[src/sdsr_pkg.sv]
// ----------------------------------------------------------------------------
// sdsr_pkg
// shared types and constants of the sub-pixel dot stamp row generator
// ----------------------------------------------------------------------------
package sdsr_pkg;

  localparam int MaskW    = 16;
  localparam int PosW     = 16;
  localparam int CoordW   = 15;
  localparam int ColorW   = 32;
  localparam int DimW     = 14;
  localparam int RadW     = 3;
  localparam int IdxW     = 4;
  localparam int RadMin   = 3;
  localparam int RadHard  = 7;

  localparam int MaxRadiusDef    = 7;
  localparam int SubpixelBitsDef = 2;

  localparam int InDataW  = 64;
  localparam int InUserW  = 2;
  localparam int OutDataW = 80;
  localparam int OutPadW  = OutDataW - 2 * CoordW - MaskW - ColorW;

  localparam int ApbAddrW = 4;
  localparam int ApbDataW = 32;

  localparam logic [1:0] REG_DOT_RADIUS    = 2'd0;
  localparam logic [1:0] REG_WINDOW_WIDTH  = 2'd1;
  localparam logic [1:0] REG_WINDOW_HEIGHT = 2'd2;

  localparam logic [RadW-1:0] DotRadiusRst    = 3'd7;
  localparam logic [DimW-1:0] WindowWidthRst  = 14'd3840;
  localparam logic [DimW-1:0] WindowHeightRst = 14'd2160;

  typedef enum logic [1:0] {
    SHAPE_CIRCLE = 2'd0,
    SHAPE_RING   = 2'd1,
    SHAPE_CROSS  = 2'd2
  } shape_e;

  typedef struct packed {
    logic [CoordW-1:0] row_y;
    logic [CoordW-1:0] row_left;
    logic [ColorW-1:0] color;
    logic              last;
    logic              row_ok;
    shape_e            shape;
  } side_t;

endpackage

[src/subpixel_dot_sprite_rows_top.sv]
// ----------------------------------------------------------------------------
// subpixel_dot_sprite_rows_top
// stamps one sub-pixel dot as 2r+2 masked rows, circle, ring or diagonal cross
// ----------------------------------------------------------------------------
//  channel   dir   beat                     fields (low bit first)
//  s_axis    in    one dot                  tdata: x_quarter, y_quarter, paint_color
//                                           tuser: shape
//  m_axis    out   one stamp row            tdata: row_y, row_left, pixel_mask, row_color
//                                           tlast: last_row
//  apb       in    register write and read  dot_radius, window_width, window_height
//
//  one row a cycle while m_axis is not stalled; a dot of radius r gives 2r+2 rows at the row sequencer
//  the next dot is taken in the cycle its predecessor's last row leaves the sequencer
//  the first row of a dot passes the sequencer registers and every stage register before it shows on m_axis
//  reset clears valid bits and registers to 7, 3840, 2160
//  while m_axis_tvalid is high and m_axis_tready low all stages hold
// ----------------------------------------------------------------------------
module subpixel_dot_sprite_rows_top
  import sdsr_pkg::*;
#(
  parameter int MAX_RADIUS    = MaxRadiusDef,
  parameter int SUBPIXEL_BITS = SubpixelBitsDef
) (
  input  logic                clk_i,
  input  logic                rst_ni,
  input  logic                s_axis_tvalid,
  output logic                s_axis_tready,
  input  logic [InDataW-1:0]  s_axis_tdata,   // x_quarter, y_quarter, paint_color
  input  logic [InUserW-1:0]  s_axis_tuser,   // shape
  output logic                m_axis_tvalid,
  input  logic                m_axis_tready,
  output logic [OutDataW-1:0] m_axis_tdata,   // row_y, row_left, pixel_mask, row_color
  output logic                m_axis_tlast,
  input  logic                psel,
  input  logic                penable,
  input  logic                pwrite,
  input  logic [ApbAddrW-1:0] paddr,
  input  logic [ApbDataW-1:0] pwdata,
  output logic [ApbDataW-1:0] prdata,
  output logic                pready
);

  localparam int SB  = SUBPIXEL_BITS;
  localparam int AW  = IdxW + SB;
  localparam int DW  = AW + 1;
  localparam int SQW = 2 * AW;
  localparam int CW  = SQW + 2;
  localparam int PW  = PosW + 1;

  localparam logic [RadW-1:0] RadTop = RadW'(MAX_RADIUS > RadHard ? RadHard : MAX_RADIUS);
  localparam logic [RadW-1:0] RadLow = RadW'(RadMin);
  localparam logic [CW-1:0]   SubSq  = CW'(1) << (2 * SB);

  // configuration registers
  logic [RadW-1:0] dot_radius_q;
  logic [DimW-1:0] win_w_q, win_h_q;
  logic            cfg_wr;

  assign pready = 1'b1;
  assign cfg_wr = psel & penable & pwrite;

  always_ff @(posedge clk_i or negedge rst_ni) begin
    if (!rst_ni) begin
      dot_radius_q <= DotRadiusRst;
      win_w_q      <= WindowWidthRst;
      win_h_q      <= WindowHeightRst;
    end else if (cfg_wr) begin
      case (paddr[3:2])
        REG_DOT_RADIUS:    dot_radius_q <= pwdata[RadW-1:0];
        REG_WINDOW_WIDTH:  win_w_q      <= pwdata[DimW-1:0];
        REG_WINDOW_HEIGHT: win_h_q      <= pwdata[DimW-1:0];
        default: ;
      endcase
    end
  end

  always_comb begin
    case (paddr[3:2])
      REG_DOT_RADIUS:    prdata = ApbDataW'(dot_radius_q);
      REG_WINDOW_WIDTH:  prdata = ApbDataW'(win_w_q);
      REG_WINDOW_HEIGHT: prdata = ApbDataW'(win_h_q);
      default:           prdata = '0;
    endcase
  end

  logic [RadW-1:0] r_eff;
  assign r_eff = (dot_radius_q < RadLow) ? RadLow :
                 (dot_radius_q > RadTop) ? RadTop : dot_radius_q;

  // row sequencer
  logic                   adv, issue, seq_last, acc;
  logic                   busy_q;
  logic [IdxW-1:0]        idx_q, lastidx_q;
  logic [RadW-1:0]        r_q;
  logic signed [PW-1:0]   px_q, py_q;
  logic [SB-1:0]          sx_q, sy_q;
  shape_e                 shape_q;
  logic [ColorW-1:0]      color_q;
  logic                   v1_q, v2_q, v3_q, v4_q;

  assign adv           = ~v4_q | m_axis_tready;
  assign issue         = busy_q & adv;
  assign seq_last      = (idx_q == lastidx_q);
  assign s_axis_tready = adv & (~busy_q | seq_last);
  assign acc           = s_axis_tvalid & s_axis_tready;

  always_ff @(posedge clk_i or negedge rst_ni) begin
    if (!rst_ni) begin
      busy_q <= 1'b0;
      idx_q  <= '0;
    end else if (acc) begin
      busy_q <= 1'b1;
      idx_q  <= '0;
    end else if (issue) begin
      if (seq_last) begin
        busy_q <= 1'b0;
      end else begin
        idx_q <= idx_q + IdxW'(1);
      end
    end
  end

  always_ff @(posedge clk_i) begin
    if (acc) begin
      r_q       <= r_eff;
      lastidx_q <= {r_eff, 1'b1};
      px_q      <= {{(SB + 1){s_axis_tdata[PosW-1]}}, s_axis_tdata[PosW-1:SB]};
      py_q      <= {{(SB + 1){s_axis_tdata[2*PosW-1]}}, s_axis_tdata[2*PosW-1:PosW+SB]};
      sx_q      <= s_axis_tdata[SB-1:0];
      sy_q      <= s_axis_tdata[PosW+SB-1:PosW];
      shape_q   <= shape_e'(s_axis_tuser);
      color_q   <= s_axis_tdata[InDataW-1:2*PosW];
    end
  end

  // stage 1: row position, clipping, vertical offset, thresholds
  logic [5:0]             rsq;
  logic signed [PW-1:0]   row_d, left_d;
  logic [MaskW-1:0]       colok_d;
  logic [DW-1:0]          dy_d;
  side_t                  side1_q, side2_q, side3_q, side4_q;
  logic [MaskW-1:0]       colok1_q, colok2_q, colok3_q;
  logic [DW-1:0]          dy1_q;
  logic [RadW-1:0]        r1_q;
  logic [SB-1:0]          sx1_q;
  logic [CW-1:0]          thin1_q, thring1_q, thx1_q;
  logic [CW-1:0]          thin2_q, thring2_q, thx2_q;
  logic [CW-1:0]          thin3_q, thring3_q, thx3_q;

  assign rsq    = 6'(r_q) * 6'(r_q);
  assign left_d = px_q - $signed({{(PW - RadW){1'b0}}, r_q});
  assign row_d  = py_q - $signed({{(PW - RadW){1'b0}}, r_q})
                       + $signed({{(PW - IdxW){1'b0}}, idx_q});
  assign dy_d   = DW'({idx_q, {SB{1'b0}}}) - DW'({r_q, {SB{1'b0}}}) - DW'(sy_q);

  for (genvar j = 0; j < MaskW; j++) begin : g_colok
    logic signed [PW-1:0] col;
    assign col        = left_d + $signed(PW'(j));
    assign colok_d[j] = ~col[PW-1] && (col < $signed({{(PW - DimW){1'b0}}, win_w_q}))
                        && (IdxW'(j) <= lastidx_q);
  end

  always_ff @(posedge clk_i) begin
    if (adv) begin
      side1_q.row_y    <= row_d[CoordW-1:0];
      side1_q.row_left <= left_d[CoordW-1:0];
      side1_q.color    <= color_q;
      side1_q.last     <= seq_last;
      side1_q.row_ok   <= ~row_d[PW-1] && (row_d < $signed({{(PW - DimW){1'b0}}, win_h_q}));
      side1_q.shape    <= shape_q;
      colok1_q         <= colok_d;
      dy1_q            <= dy_d;
      r1_q             <= r_q;
      sx1_q            <= sx_q;
      thin1_q          <= CW'(rsq) << (2 * SB);
      thring1_q        <= CW'(rsq >> 1) << (2 * SB);
      thx1_q           <= CW'(rsq) << (2 * SB + 1);
    end
  end

  // stage 2: per-column offsets and squares
  logic [AW-1:0]  b2;
  logic [SQW-1:0] dysq2_q;
  logic [SQW-1:0] dxsq2_q [MaskW];
  logic [AW:0]    ab2_q   [MaskW];
  logic [AW-1:0]  m2_q    [MaskW];

  assign b2 = dy1_q[DW-1] ? AW'(-dy1_q) : AW'(dy1_q);

  always_ff @(posedge clk_i) begin
    if (adv) begin
      side2_q   <= side1_q;
      colok2_q  <= colok1_q;
      dysq2_q   <= SQW'(b2) * SQW'(b2);
      thin2_q   <= thin1_q;
      thring2_q <= thring1_q;
      thx2_q    <= thx1_q;
    end
  end

  // stage 3: distance and sector terms
  logic [SQW:0]   d3_q    [MaskW];
  logic [CW-1:0]  sum3_q  [MaskW];
  logic [SQW:0]   mm3_q   [MaskW];

  always_ff @(posedge clk_i) begin
    if (adv) begin
      side3_q   <= side2_q;
      colok3_q  <= colok2_q;
      thin3_q   <= thin2_q;
      thring3_q <= thring2_q;
      thx3_q    <= thx2_q;
    end
  end

  // stage 4: shape tests and mask
  logic [MaskW-1:0] hit;
  logic [MaskW-1:0] mask4_q;

  for (genvar j = 0; j < MaskW; j++) begin : g_lane
    localparam logic [DW-1:0] JOff = DW'(j << SB);
    logic [DW-1:0]  dx;
    logic [AW-1:0]  a;
    logic [SQW-1:0] msq;
    logic [CW-1:0]  dext;

    assign dx  = JOff - DW'({r1_q, {SB{1'b0}}}) - DW'(sx1_q);
    assign a   = dx[DW-1] ? AW'(-dx) : AW'(dx);
    assign msq = SQW'(m2_q[j]) * SQW'(m2_q[j]);

    always_ff @(posedge clk_i) begin
      if (adv) begin
        dxsq2_q[j] <= SQW'(a) * SQW'(a);
        ab2_q[j]   <= (AW + 1)'(a) + (AW + 1)'(b2);
        m2_q[j]    <= (a > b2) ? a : b2;
        d3_q[j]    <= (SQW + 1)'(dxsq2_q[j]) + (SQW + 1)'(dysq2_q);
        sum3_q[j]  <= CW'(ab2_q[j]) * CW'(ab2_q[j]);
        mm3_q[j]   <= {msq, 1'b0};
      end
    end

    assign dext = CW'(d3_q[j]);

    always_comb begin
      case (side3_q.shape)
        SHAPE_CIRCLE: hit[j] = (dext <= thin3_q);
        SHAPE_RING:   hit[j] = (dext <= thin3_q) && (dext >= thring3_q);
        SHAPE_CROSS:  hit[j] = (dext <= SubSq)
                               || ((dext <= thx3_q) && (sum3_q[j] > CW'(mm3_q[j])));
        default:      hit[j] = 1'b0;
      endcase
    end
  end

  always_ff @(posedge clk_i) begin
    if (adv) begin
      side4_q <= side3_q;
      mask4_q <= hit & colok3_q & {MaskW{side3_q.row_ok}};
    end
  end

  always_ff @(posedge clk_i or negedge rst_ni) begin
    if (!rst_ni) begin
      v1_q <= 1'b0;
      v2_q <= 1'b0;
      v3_q <= 1'b0;
      v4_q <= 1'b0;
    end else if (adv) begin
      v1_q <= issue;
      v2_q <= v1_q;
      v3_q <= v2_q;
      v4_q <= v3_q;
    end
  end

  assign m_axis_tvalid = v4_q;
  assign m_axis_tlast  = side4_q.last;
  assign m_axis_tdata  = {{OutPadW{1'b0}}, side4_q.color, mask4_q,
                          side4_q.row_left, side4_q.row_y};

endmodule

[config.mk]
export PLATFORM = sky130hd
export DESIGN_NAME = subpixel_dot_sprite_rows_top
export DESIGN_NICKNAME = d
export VERILOG_FILES = /design/src/sdsr_pkg.sv /design/src/subpixel_dot_sprite_rows_top.sv
export SDC_FILE = /design/constraint.sdc
export NUM_CORES = 2
export LEC_CHECK = 0
export ABC_CLOCK_PERIOD_IN_PS = 43900
export BUFFER_PORTS_ARGS = -buffer_cell sky130_fd_sc_hd__buf_2
export CAP_MARGIN = 20
export CORE_MARGIN = 8
export CORE_UTILIZATION = 60
export DETAILED_ROUTE_END_ITERATION = 16
export GPL_ROUTABILITY_DRIVEN = 0
export PLACE_DENSITY = 0.77
export REMOVE_ABC_BUFFERS = 1
export SYNTH_ARGS = -nofsm -noshare
export SYNTH_HDL_FRONTEND = slang
export SYNTH_SLANG_ARGS = --single-unit
[constraint.sdc]
create_clock -name clk_i -period 43.9 [get_ports clk_i]
set_input_delay 4.39 -clock clk_i [delete_from_list [all_inputs] [get_ports clk_i]]
set_output_delay 4.39 -clock clk_i [all_outputs]
set_load 0.1 [all_outputs]
==> results.sh <==
export IMPL_criticalPathCategory="in -> out"
export IMPL_path_clk_slew_ns=0.06
export IMPL_setup_tns_ns=0
export IMPL_ctsHoldBuffers=0
export IMPL_synth_edf_count=1279
export IMPL_tightest_slew_ns=1.14
export IMPL_cts_tree="done"
export IMPL_dp_hpwl_um=190000
export IMPL_critical_path_depth=5
export IMPL_crit_chain="buf_2, nor2b_1, nand2_1, o21ai_0, buf_2"
export IMPL_wl_per_cell_um=20.0
export IMPL_die_h_um=444
export IMPL_post_cts_buffers=0
export IMPL_drt_initial_drc_count=5788
export IMPL_synth_cells=10300
export IMPL_r2r_end="dxsq2_q[0][46]$_DFFE_PN_"
export IMPL_htree_levels=4
export IMPL_io_buffers=183
export IMPL_viasPerCell=5.95
export IMPL_placed_cell_area_mm2=0.114
export IMPL_synth_top_area_share_pct=35.0
export IMPL_route_detailed_drc=0
export IMPL_dpl_worst_slack_ns=33.43
export IMPL_numCtsBuffers=151
export IMPL_cp_data_arrival_time_ns=6.14
export IMPL_layout_setup_ws_ns=33.37
export IMPL_cp_required_ns=39.51
export IMPL_fin_area_mm2=0.119
export IMPL_fmaxAchievable_ghz=0.0950
export IMPL_die_width_um=444
export IMPL_startpoint_type="input pin"
export IMPL_grt_pass1_vias=81300
export IMPL_post_cts_resized=0
export IMPL_setup_viol=0
export IMPL_drtAntennaViolNets=0
export IMPL_synth_seq_cells=1319
export IMPL_vias=77700
export IMPL_rsz0062_at_grt="false"
export IMPL_path_delay_family="simple AND/OR/NAND/NOR gates"
export IMPL_routed_wl_um=261000
export IMPL_grt_usage_pct=26.1
export IMPL_seq_area_frac_synth_pct=35.9
export IMPL_hold_violations=0
export IMPL_drv_slew=0
export IMPL_yosys_top_cells_area="edfxtp_1 (35%), ha_1 (20%), fa_1 (9.4%)"
export IMPL_num_fill_cells=13600
export IMPL_ioPinCount=225
export IMPL_layout_commonest_cell="ha_1"
export IMPL_final_setup_skew_ns=0.0676
export IMPL_grt_pass1_wl_um=417000
export IMPL_reg2reg_from="sx1_q[0]$_DFFE_PN_"
export IMPL_grt_max_degree=186
export IMPL_slowest_stage="nor2b_1"
export IMPL_yosys_cell_types_count=87
export IMPL_path_buf_inv=2
export IMPL_nNetsFinal=12900
export IMPL_hp_class="reg -> reg"
export IMPL_drtPass1Iterations=6
export IMPL_gr_total_overflow=0
export IMPL_coreArea_mm2=0.182
export IMPL_syn_cell_area_mm2=0.110
export IMPL_synth_largest_area_cell="edfxtp_1"
export IMPL_end_kind="output pin"
export IMPL_crit_top_cell="buf_2"
export IMPL_critPathMaxStageDelay_ns=0.82
export IMPL_initial_core_util_pct=60.1
export IMPL_root_buffer="clkbuf_16"
export IMPL_syn_area_per_cell_um2=10.7
export IMPL_cp_max_fo=14
export IMPL_yosys_warnings=0
export IMPL_area_growth_pct=8.35
export IMPL_cts_sinks=1319
export IMPL_synthArstFlopShare_pct=3.03
export IMPL_mostFrequentLayoutCells="ha_1 (1730), edfxtp_1 (1279), inv_1 (1249), xnor2_1 (709), nand2_1 (602)"
export IMPL_fin_crit_sh_pct=24.0
export IMPL_die_area_mm2=0.197
export IMPL_antenna_found_initial=12
export IMPL_period_needed_ns=10.53
export IMPL_cp_endpoint="prdata[2]"
export IMPL_synth_ff_type="edfxtp_1"
export IMPL_final_core_util_pct=65.1
export IMPL_clk_latency_ns=0.85
export IMPL_crit_start="paddr[3]"
export IMPL_outcome="completed"
export IMPL_slew_headroom_pct=24.1
export IMPL_reg2reg_depth=24
export IMPL_maxCapViolCount=0
export IMPL_clk_path_buf_depth=3
export IMPL_rows=157
export IMPL_reg2reg_slack_ns=35.38
export IMPL_drive_above_1_share_pct=6.14
-- how the worst min path moves through the flow --
stage | start | end | cells after the start
CTS | side2_q[47]$_DFFE_PN_ | side3_q[47]$_DFFE_PN_ | 0
finish | side2_q[47]$_DFFE_PN_ | side3_q[47]$_DFFE_PN_ | 0
global route | side2_q[47]$_DFFE_PN_ | side3_q[47]$_DFFE_PN_ | 0
floorplan | colok1_q[0]$_DFFE_PN_ | colok2_q[0]$_DFFE_PN_ | 0
detailed placement | colok1_q[15]$_DFFE_PN_ | colok2_q[15]$_DFFE_PN_ | 0
global placement | side3_q[42]$_DFFE_PN_ | m_axis_tdata[21]$_DFFE_PN_ | 0
-- through the flow --
| step | hold WS (ns) | cells |
|---|---|---|
| 2_1_floorplan | 0.400 | 10100 |
| 3_3_place_gp | 0.400 | 12800 |
| 3_5_place_dp | 0.405 | 12800 |
| 4_1_cts | 0.388 | 13100 |
| 5_1_grt | 0.409 | 13100 |
| 6_report | 0.383 | 13100 |
-- layout make-up --
class | count | area [µm²] | area share [%]
timing repair buffer | 301 | 1850 | 1.56
clock inverter | 96 | 1130 | 0.948
tap | 2385 | 2980 | 2.51
multi-input combinational | 7516 | 64800 | 54.5
clock buffer | 175 | 3870 | 3.25
antenna | 4 | 10.0 | 0.00842
inverter | 1272 | 4780 | 4.02
sequential | 1319 | 39400 | 33.2
-- cells in the mapped netlist, drive strengths merged, types with 100 or more instances --
master  number
a21oi      555
ha        1730
nand2b     123
o21ai      366
clkbuf     159
nor2b      156
o21a       135
inv       1263
nand2      602
o21bai     100
a21o       218
xor2       176
nand3      120
xnor2      713
nor3       148
and2       376
edfxtp    1279
nor2       592
fa         514
-- cell families after synthesis --
| group | count (synthesis) | synth area share (%) |
|---|---|---|
| and+or+nand+nor | 2479 | 11.4 |
| DFF | 1319 | 35.9 |
| muxes | 134 | 1.26 |
| AOI/OAI and AO/OA | 1749 | 10.1 |
| adders and majority gates | 2244 | 29.1 |
| buffers and inverters | 1476 | 5.13 |
| xor gates and xnor gates | 889 | 7.10 |
| other | 2 | 0.00684 |
-- metal layers --
layer | up-vias | GRT usage (%) | share of wire (%)
met4 | 6 | 13.3 | 5.5
met2 | 2773 | 44.4 | 48
li1 | 36400 | - | -
met3 | 854 | 4.66 | 7.5
met1 | 37700 | 31.9 | 39
met5 | - | 0 | 0.015
-- sequential cells by signal (all words and copies together), names as in the netlist, 32 cells and up --
| signal | flops |
|---|---|
| m2_q | 96 |
| color_q | 32 |
| ab2_q | 86 |
| dxsq2_q | 143 |
| side3_q | 66 |
| side2_q | 66 |
| d3_q | 161 |
| m_axis_tdata | 62 |
| side1_q | 66 |
| mm3_q | 176 |
| sum3_q | 186 |
Power is not shown: default switching activity piles up to over one toggle a cycle in this logic, so the estimate is an artifact.
